## config.mk

```make
export PLATFORM = sky130hd
export DESIGN_NAME = tcr_col_setup
export DESIGN_NICKNAME = d
export VERILOG_FILES = /design/src/hdl/tcr_pkg.sv /design/src/hdl/tcr_col_setup.sv
export VERILOG_INCLUDE_DIRS = /design/src /design/src/hdl
export SDC_FILE = /design/constraint.sdc
export NUM_CORES = 1
export LEC_CHECK = 0
export BUFFER_PORTS_ARGS = -buffer_cell sky130_fd_sc_hd__buf_2
export CAP_MARGIN = 20
export CORE_AREA = 2 2 236 238
export CTS_CLUSTER_DIAMETER = 120
export DETAILED_ROUTE_END_ITERATION = 8
export DIE_AREA = 0 0 238 240
export PLACE_DENSITY = 0.49
export SYNTH_ARGS = -nofsm -noshare
export SYNTH_HDL_FRONTEND = slang
export SYNTH_SLANG_ARGS = --single-unit
```

## constraint.sdc

```tcl
create_clock -name aclk -period 7 [get_ports aclk]
set_clock_uncertainty 0.05 [all_clocks]
set_input_delay 0.35 -clock aclk [delete_from_list [all_inputs] [get_ports aclk]]
set_output_delay 0.35 -clock aclk [all_outputs]
set_load 0.1 [all_outputs]
```

## src/hdl/textured_column_renderer_defines.svh

```systemverilog
// Assertion macros shared by the textured column renderer modules.
`ifndef TEXTURED_COLUMN_RENDERER_DEFINES_SVH
`define TEXTURED_COLUMN_RENDERER_DEFINES_SVH

`ifndef ASSERT_OFF

// Check prop at every rising edge of clk while rstn is high.
`define TCR_ASSERT(label, clk, rstn, prop) \
    label: assert property (@(posedge clk) disable iff (!rstn) prop) \
        else $error("textured column renderer assertion failed");

// Check prop at every rising edge of clk, reset included.
`define TCR_ASSERT_ALWAYS(label, clk, prop) \
    label: assert property (@(posedge clk) prop) \
        else $error("textured column renderer assertion failed");

`else

`define TCR_ASSERT(label, clk, rstn, prop)
`define TCR_ASSERT_ALWAYS(label, clk, prop)

`endif

`endif

```

## src/hdl/tcr_pkg.sv

```systemverilog
// Shared widths, codes and handshake structs of the textured column renderer.
`default_nettype none

package tcr_pkg;

    localparam int COLOR_W   = 24;
    localparam int COORD_W   = 12;
    localparam int HEIGHT_W  = 16;
    localparam int TEXCOL_W  = 6;
    localparam int SEL_W     = 2;
    localparam int TEXIDX_W  = 12;
    localparam int PIXADDR_W = 24;
    localparam int STEP_W    = 32;
    localparam int POS_W     = 48;
    localparam int FRAC_W    = 16;
    localparam int OFS_W     = 17;
    localparam int FUNC_W    = 2;
    localparam int CFG_IDX_W = 2;
    localparam int S_TDATA_W = 96;
    localparam int M_TDATA_W = 48;

    // Item kinds carried in s_tuser
    localparam logic [FUNC_W-1:0] FUNC_COLUMN = 2'd0;
    localparam logic [FUNC_W-1:0] FUNC_ROW    = 2'd1;
    localparam logic [FUNC_W-1:0] FUNC_TEXEL  = 2'd2;

    // Configuration register indexes
    localparam logic [CFG_IDX_W-1:0] CFG_CEILING = 2'd0;
    localparam logic [CFG_IDX_W-1:0] CFG_FLOOR   = 2'd1;
    localparam logic [CFG_IDX_W-1:0] CFG_WIDTH   = 2'd2;
    localparam logic [CFG_IDX_W-1:0] CFG_HEIGHT  = 2'd3;

    localparam logic [COORD_W-1:0] RST_SCREEN_WIDTH  = 12'd640;
    localparam logic [COORD_W-1:0] RST_SCREEN_HEIGHT = 12'd480;

    typedef struct packed {
        logic                start;
        logic [HEIGHT_W-1:0] divisor;
        logic [OFS_W-1:0]    offset;   // two's complement
    } tcr_setup_req_t;

    typedef struct packed {
        logic              busy;
        logic              done;
        logic [STEP_W-1:0] step;
        logic [POS_W-1:0]  pos;
    } tcr_setup_rsp_t;

endpackage

`default_nettype wire

```

## src/hdl/tcr_col_setup.sv

```systemverilog
// Column setup: bit-serial texture step divider followed by the start-position multiply.
`default_nettype none
`include "textured_column_renderer_defines.svh"

module tcr_col_setup import tcr_pkg::*; #(
    parameter int TEX_SIZE = 64
) (
    input  wire logic           aclk,
    input  wire logic           aresetn,
    input  wire tcr_setup_req_t req,
    output tcr_setup_rsp_t      rsp
);

    localparam int TEX_BITS = $clog2(TEX_SIZE);
    localparam int DIV_W    = TEX_BITS + FRAC_W + 1;
    localparam int CNT_W    = $clog2(DIV_W + 1);
    localparam int PROD_W   = OFS_W + DIV_W + 1;

    localparam logic [DIV_W-1:0] DIVIDEND = DIV_W'(TEX_SIZE) << FRAC_W;
    localparam logic [CNT_W-1:0] LAST_CNT = CNT_W'(DIV_W - 1);

    localparam logic [1:0] ST_IDLE = 2'd0;
    localparam logic [1:0] ST_DIV  = 2'd1;
    localparam logic [1:0] ST_MUL  = 2'd2;

    logic [1:0]          state_reg, state_next;
    logic [CNT_W-1:0]    cnt_reg, cnt_next;
    logic [HEIGHT_W-1:0] div_reg, div_next;
    logic [HEIGHT_W-1:0] rem_reg, rem_next;
    logic [DIV_W-1:0]    qd_reg, qd_next;
    logic [OFS_W-1:0]    ofs_reg, ofs_next;
    logic                done_reg, done_next;
    logic [STEP_W-1:0]   step_reg, step_next;
    logic [POS_W-1:0]    pos_reg, pos_next;

    logic [HEIGHT_W:0]        rem_sh;
    logic [HEIGHT_W:0]        rem_diff;
    logic                     rem_ge;
    logic signed [PROD_W-1:0] prod;
    logic                     div_last;

    // Restoring division: shift one dividend bit in per cycle
    assign rem_sh   = {rem_reg, qd_reg[DIV_W-1]};
    assign rem_ge   = rem_sh >= {1'b0, div_reg};
    assign rem_diff = rem_sh - {1'b0, div_reg};

    assign prod = $signed(ofs_reg) * $signed({1'b0, qd_reg});

    assign div_last = (state_reg == ST_DIV) && (cnt_reg == LAST_CNT);

    always_comb begin
        state_next = state_reg;
        cnt_next   = cnt_reg;
        div_next   = div_reg;
        rem_next   = rem_reg;
        qd_next    = qd_reg;
        ofs_next   = ofs_reg;
        done_next  = 1'b0;
        step_next  = step_reg;
        pos_next   = pos_reg;
        case (state_reg)
            ST_IDLE: begin
                if (req.start) begin
                    state_next = ST_DIV;
                    cnt_next   = '0;
                    div_next   = req.divisor;
                    rem_next   = '0;
                    qd_next    = DIVIDEND;
                    ofs_next   = req.offset;
                end
            end
            ST_DIV: begin
                rem_next = rem_ge ? rem_diff[HEIGHT_W-1:0] : rem_sh[HEIGHT_W-1:0];
                qd_next  = {qd_reg[DIV_W-2:0], rem_ge};
                cnt_next = cnt_reg + 1'b1;
                if (cnt_reg == LAST_CNT) begin
                    state_next = ST_MUL;
                end
            end
            ST_MUL: begin
                step_next  = STEP_W'(qd_reg);
                pos_next   = {{(POS_W - PROD_W){prod[PROD_W-1]}}, prod};
                done_next  = 1'b1;
                state_next = ST_IDLE;
            end
            default: begin
                state_next = ST_IDLE;
            end
        endcase
    end

    always_ff @(posedge aclk) begin
        if (!aresetn) begin
            state_reg <= ST_IDLE;
            cnt_reg   <= '0;
            done_reg  <= 1'b0;
        end else begin
            state_reg <= state_next;
            cnt_reg   <= cnt_next;
            done_reg  <= done_next;
        end
        div_reg  <= div_next;
        rem_reg  <= rem_next;
        qd_reg   <= qd_next;
        ofs_reg  <= ofs_next;
        step_reg <= step_next;
        pos_reg  <= pos_next;
    end

    assign rsp.busy = (state_reg != ST_IDLE) || done_reg;
    assign rsp.done = done_reg;
    assign rsp.step = step_reg;
    assign rsp.pos  = pos_reg;

    `TCR_ASSERT(a_start_goes_busy, aclk, aresetn, req.start |=> rsp.busy)
    `TCR_ASSERT(a_done_single_pulse, aclk, aresetn, done_reg |=> !done_reg)
    `TCR_ASSERT(a_div_ends_in_mul, aclk, aresetn, div_last |=> (state_reg == ST_MUL))

endmodule

`default_nettype wire

```

; Yosys cells after proc, flatten, opt, wreduce, memory -nomap -nowiden
; Index checks and enable logic that the tools add are counted.
[op_classes]
multipliers = 1
order_cmp = 1
n_addsub = 2
eq_ne = 5
reduce_logical = 7
muxes = 11
[ops]
columns = op, count
row1 = $pmux W23 S2, 1
row2 = $mul A17 B24 Y41, 1
row3 = $mux W16, 2
row4 = $pmux W16 S2, 1
row5 = $mux W23, 1
row6 = $ge A17 B16 Y1, 1
row7 = $sub A16 B16 Y16, 1
row8 = $pmux W5 S2, 1
row9 = $reduce_and A2 Y1, 3
row10 = $add A5 B1 Y5 const B, 1
row11 = $eq A5 B5 Y1 const B, 1
row12 = $mux W5, 1
row13 = $mux W2, 2
row14 = $pmux W2 S2, 1
row15 = $reduce_bool A2 Y1, 2
row16 = $eq A2 B1 Y1 const B, 1
row17 = $eq A2 B2 Y1 const B, 1
row18 = $logic_not A2 Y1, 1
row19 = $ne A2 B1 Y1 const B, 1
row20 = $ne A2 B2 Y1 const B, 1
row21 = $logic_or A1 B1 Y1, 1
row22 = $mux W1, 1
[word_totals]
reg_bits = 144
elab_cells = 36
out_inout_bits = 82
inputBits = 36

; Logic depth before layout (Yosys ltp)
[logic_depth]
word_depth = 3
depth_mapped = 25
ltp_nobuf = 22

; Worst setup path before layout
; Ideal clock, no wire load.
[synth_path]
path_kind = flip-flop to flip-flop
start = register qd_reg[10]
end = register pos_reg[35], data pin
period_less_slack_ps = 6198
t_arrival_ps = 5883
path_buffers = 3
stages_incl_launch_ff = 25
required_time_ps = 6685
setup_time_ps = 265
path_slack_ps = 802
cell_sequence = edfxtp_1 > clkbuf_1 > clkbuf_1 > nand2_1 > fa_1 > inv_1 > fa_1 > inv_1 > fa_1 > inv_1 > fa_1 > fa_1 > inv_1 > fa_1 > inv_1 > ha_1 > buf_2 > o21ai_0 > o211ai_1 > a221oi_1 > o31ai_2 > a31o_2 > a21oi_1 > o21ai_0 > xor2_1
[synth_via]
elab_chain_len = 1
[synth_rtl]
columns = element, line_no
row1 = start: declaration, tcr_col_setup.sv:30  ; logic [DIV_W-1:0] qd_reg, qd_next;
row2 = start signal: assignment, tcr_col_setup.sv:104  ; qd_reg <= qd_next;
row3 = $mul A17 B24 Y41, tcr_col_setup.sv:47  ; assign prod = $signed(ofs_reg) * $signed({1'b0, qd_reg});
row4 = named net prod[35], tcr_col_setup.sv:39  ; logic signed [PROD_W-1:0] prod;
row5 = end signal: assignment, tcr_col_setup.sv:107  ; pos_reg <= pos_next;
row6 = end: declaration, tcr_col_setup.sv:34  ; logic [POS_W-1:0] pos_reg, pos_next;
; The timed path passes the listed nets, and every way through them passes these cells.
; A chain may end at the register's enable or synchronous reset.

; Worst setup path in the final report
[layout_path]
start = register ofs_reg[6]
end = register pos_reg[35], data pin
[layout_via]
elab_chain_len = 1
[layout_rtl]
columns = element, line_no
row1 = start: declaration, tcr_col_setup.sv:31  ; logic [OFS_W-1:0] ofs_reg, ofs_next;
row2 = start signal: assignment, tcr_col_setup.sv:105  ; ofs_reg <= ofs_next;
row3 = $mul A17 B24 Y41, tcr_col_setup.sv:47
row4 = named net prod[35], tcr_col_setup.sv:39
; The timed path passes the listed nets, and every way through them passes these cells.

==> results.cfg <==
[detailed_routing]
drtAntennaViolNets = 0
routedWlPerCell_um = 17.1
drtIter0Drc = 669
vias = 13100
drc_errors = 0
viasPerCell = 4.72
firstDrtPassIters = 7
wirelength_um = 47700

[clocking]
clock-sinks = 144
htree_levels = 4
cts_tree = done
cts-root-buf = clkbuf_16
cts_max_path_buffers = 2
cts_inserted_buffers = 17
clock_latency_ps = 470
clk_pin_slew_ps = 70

[timing]
setup_ws_ps = 277
finalMaxSlewViolations = 0
min_period_ps = 6720
worstMarginPinSlew_ps = 914
rsz0062_at_grt = false
hold_violations = 0
fmax_mhz = 149
setup_tns_ps = 0
setup_viol = 0
slew_headroom_pct = 38.2
fin_crit_sh_pct = 96.0

[synth]
synth_cells = 1905
synth_seq_cells = 144
syn_area_um2 = 18900
synth_edf_count = 136
syn_area_per_cell_um2 = 9.93
synth.distinct_cells = 63
synthArstFlopShare_pct = 0
synth_seq_area_share_pct = 22.4
synth_ff_type = edfxtp_1
yosysWarnings = 0

[layout]
largest_register_ffs = 41
nNetsFinal = 2573
drive_gt1_share_pct = 12.0
mostFrequentLayoutCells = inv_1 (404), fa_1 (315), nand2_1 (219)
mostFrequentLayoutCell = inv_1
antenna_cells = 0
syn_to_final_growth_pct = 14.4

[die]
start_util_pct = 34.6
ioPinCount = 118
coreArea_um2 = 54700
die-height_um = 240
dieArea_um2 = 57100
rows = 86
die_w_um = 238

[placed_design]
hpwl_um = 38300
gp_congestion = 0.843
portBuffers = 108
preCtsSetupSlack_ps = 40.5

[run_status]
status = completed

[worst_hold_path]
min_to = ofs_reg[3]$_DFFE_PP_
whs_path_depth = 1
hp-class = in2reg
hp-start = req[3]

[critical_path]
cp_top_family = adder cells
crit_required_ps = 7160
startpoint_type = flop
cp_common_cell = fa_1
r2r_end = pos_reg[35]$_DFFE_PP_
critPathKind = reg2reg
ff2ff_path_depth = 21
end_kind = flop
path_cells = buf_4 > and2_1 > fa_1 > inv_1 > fa_1 > fa_1 > inv_1 > fa_1 > fa_1 > inv_1 > fa_1 > inv_1 > ha_1 > a21oi_1 > o211ai_1 > a221oi_1 > o31ai_2 > a31o_2 > a21oi_1 > o21ai_0 > xor2_1
cp_slowest_stage_delay_ps = 550
worstPathMaxFanout = 12
cp_slowest_cell = edfxtp_1
r2r_start = ofs_reg[6]$_DFFE_PP_
r2r_setup_slack_ps = 280
critPathBufInv = 5
arrival_ps = 6890

[global_route]
overflow = 0
antenna_found_initial = 0
grt_max_degree = 37
grt_usage_pct = 17.3
grt_pass1_vias = 13700
grt_pass1_wl_um = 75500

[run]
drv_cap = 0
per-layer routing:
layer	GRT usage (%)	wire (um)	vias up
met1	22.3	21000	6690
li1	-	-	6152
met5	0	0	-
met4	7.23	1680	0
met2	29.5	23800	200
met3	2.37	1210	71
worst register-to-register path, cell delays in order, from the launching register on:
cell      delay (ps)
edfxtp_1         550
buf_4            260
and2_1           180
fa_1             500
inv_1             50
fa_1             490
fa_1             550
inv_1             60
fa_1             450
fa_1             510
inv_1             50
fa_1             470
inv_1             40
ha_1             370
a21oi_1          300
o211ai_1         160
a221oi_1         350
o31ai_2          220
a31o_2           330
a21oi_1          240
o21ai_0          140
xor2_1           160
what timing repair did:
item	4_1_cts	5_1_grt
setup buffers	0	32
resized for setup	0	1
hold buffers	31	0
endpoints found under the setup margin	0	9
endpoints found under the hold margin	31	0
per-stage QoR:
| step | hold slack [ps] | util (%) | std cells | instance area (um^2) |
|---|---|---|---|---|
| 2_1_floorplan | 372 | - | 1913 | 18900 |
| 3_3_place_gp | 388 | 37.3 | 2685 | 20400 |
| 3_5_place_dp | 396 | 37.3 | 2686 | 20400 |
| 4_1_cts | 1.49 | 39.0 | 2749 | 21300 |
| 5_1_grt | 7.93 | 39.6 | 2781 | 21600 |
| 6_report | 27.4 | 39.6 | 2781 | 21600 |
worst max path at each step:
stage,start,to,slack [ps],depth (start not counted)
2_1_floorplan,qd_reg[10]$_SDFFCE_PN0P_,pos_reg[35]$_DFFE_PP_,800,24
3_3_place_gp,qd_reg[5]$_SDFFCE_PN0P_,pos_reg[38]$_DFFE_PP_,120,21
3_5_place_dp,qd_reg[5]$_SDFFCE_PN0P_,pos_reg[38]$_DFFE_PP_,40,21
4_1_cts,qd_reg[5]$_SDFFCE_PN0P_,pos_reg[38]$_DFFE_PP_,60,21
5_1_grt,ofs_reg[9]$_DFFE_PP_,pos_reg[40]$_DFFE_PP_,20,22
6_report,ofs_reg[6]$_DFFE_PP_,pos_reg[35]$_DFFE_PP_,280,21
area by class of cell:
cell class / instances / area [um^2]
fillers: 5448 / 33000
multi-input cells: 1265 / 12700
flip-flops and latches: 144 / 4240
repair buffers: 231 / 1630
inverters: 405 / 1520
well taps: 704 / 881
clock buffers: 19 / 475
clock inverters: 13 / 149
cells by family (layout without fill, tap and decap cells):
family                   Yosys count  in the layout  synth area share [%]
AND/OR/NAND/NOR                  568            568                  15.1
buffers and inverters            504            668                  10.4
adder cells (fa/ha/maj)          473            473                  43.8
AO/OA/AOI/OAI                    158            158                  5.50
flip-flops                       144            144                  22.4
XOR/XNOR                          46             46                  2.13
multiplexers                      11             11                 0.595
other                              1              9                0.0198
cells in the mapped netlist, types with 2 or more instances:
library cell	count	area share, %
o2111ai_1	6	0.28
o21bai_1	3	0.12
buf_2	5	0.13
o31ai_1	2	0.079
o31ai_2	2	0.13
xor2_1	13	0.60
and2_1	218	7.2
or3_1	3	0.099
edfxtp_1	136	22
nand2_1	219	4.3
a211oi_1	9	0.36
buf_4	18	0.71
nand4_1	12	0.40
or4_1	3	0.12
nor3_1	11	0.29
xnor2_1	33	1.5
a21oi_1	52	1.4
clkbuf_2	2	0.053
o211ai_1	5	0.20
a21boi_0	2	0.079
a221oi_1	2	0.093
o21a_1	5	0.20
clkbuf_1	72	1.4
nand3b_1	4	0.16
nand2b_1	16	0.53
ha_1	158	10
o21ai_0	31	0.82
nor2_1	56	1.1
mux2_2	2	0.12
inv_1	404	8.0
dfxtp_1	8	0.85
nor2b_1	11	0.36
o22ai_1	3	0.099
buf_1	2	0.040
o21ai_1	2	0.053
nand3_1	10	0.26
a311oi_1	2	0.093
a21o_1	15	0.60
a31oi_1	2	0.066
fa_1	315	33
mux2i_1	9	0.48
Power is left out: the tool's default activity adds up to more than one toggle a clock period on the data nets, which glitch-free logic cannot reach.
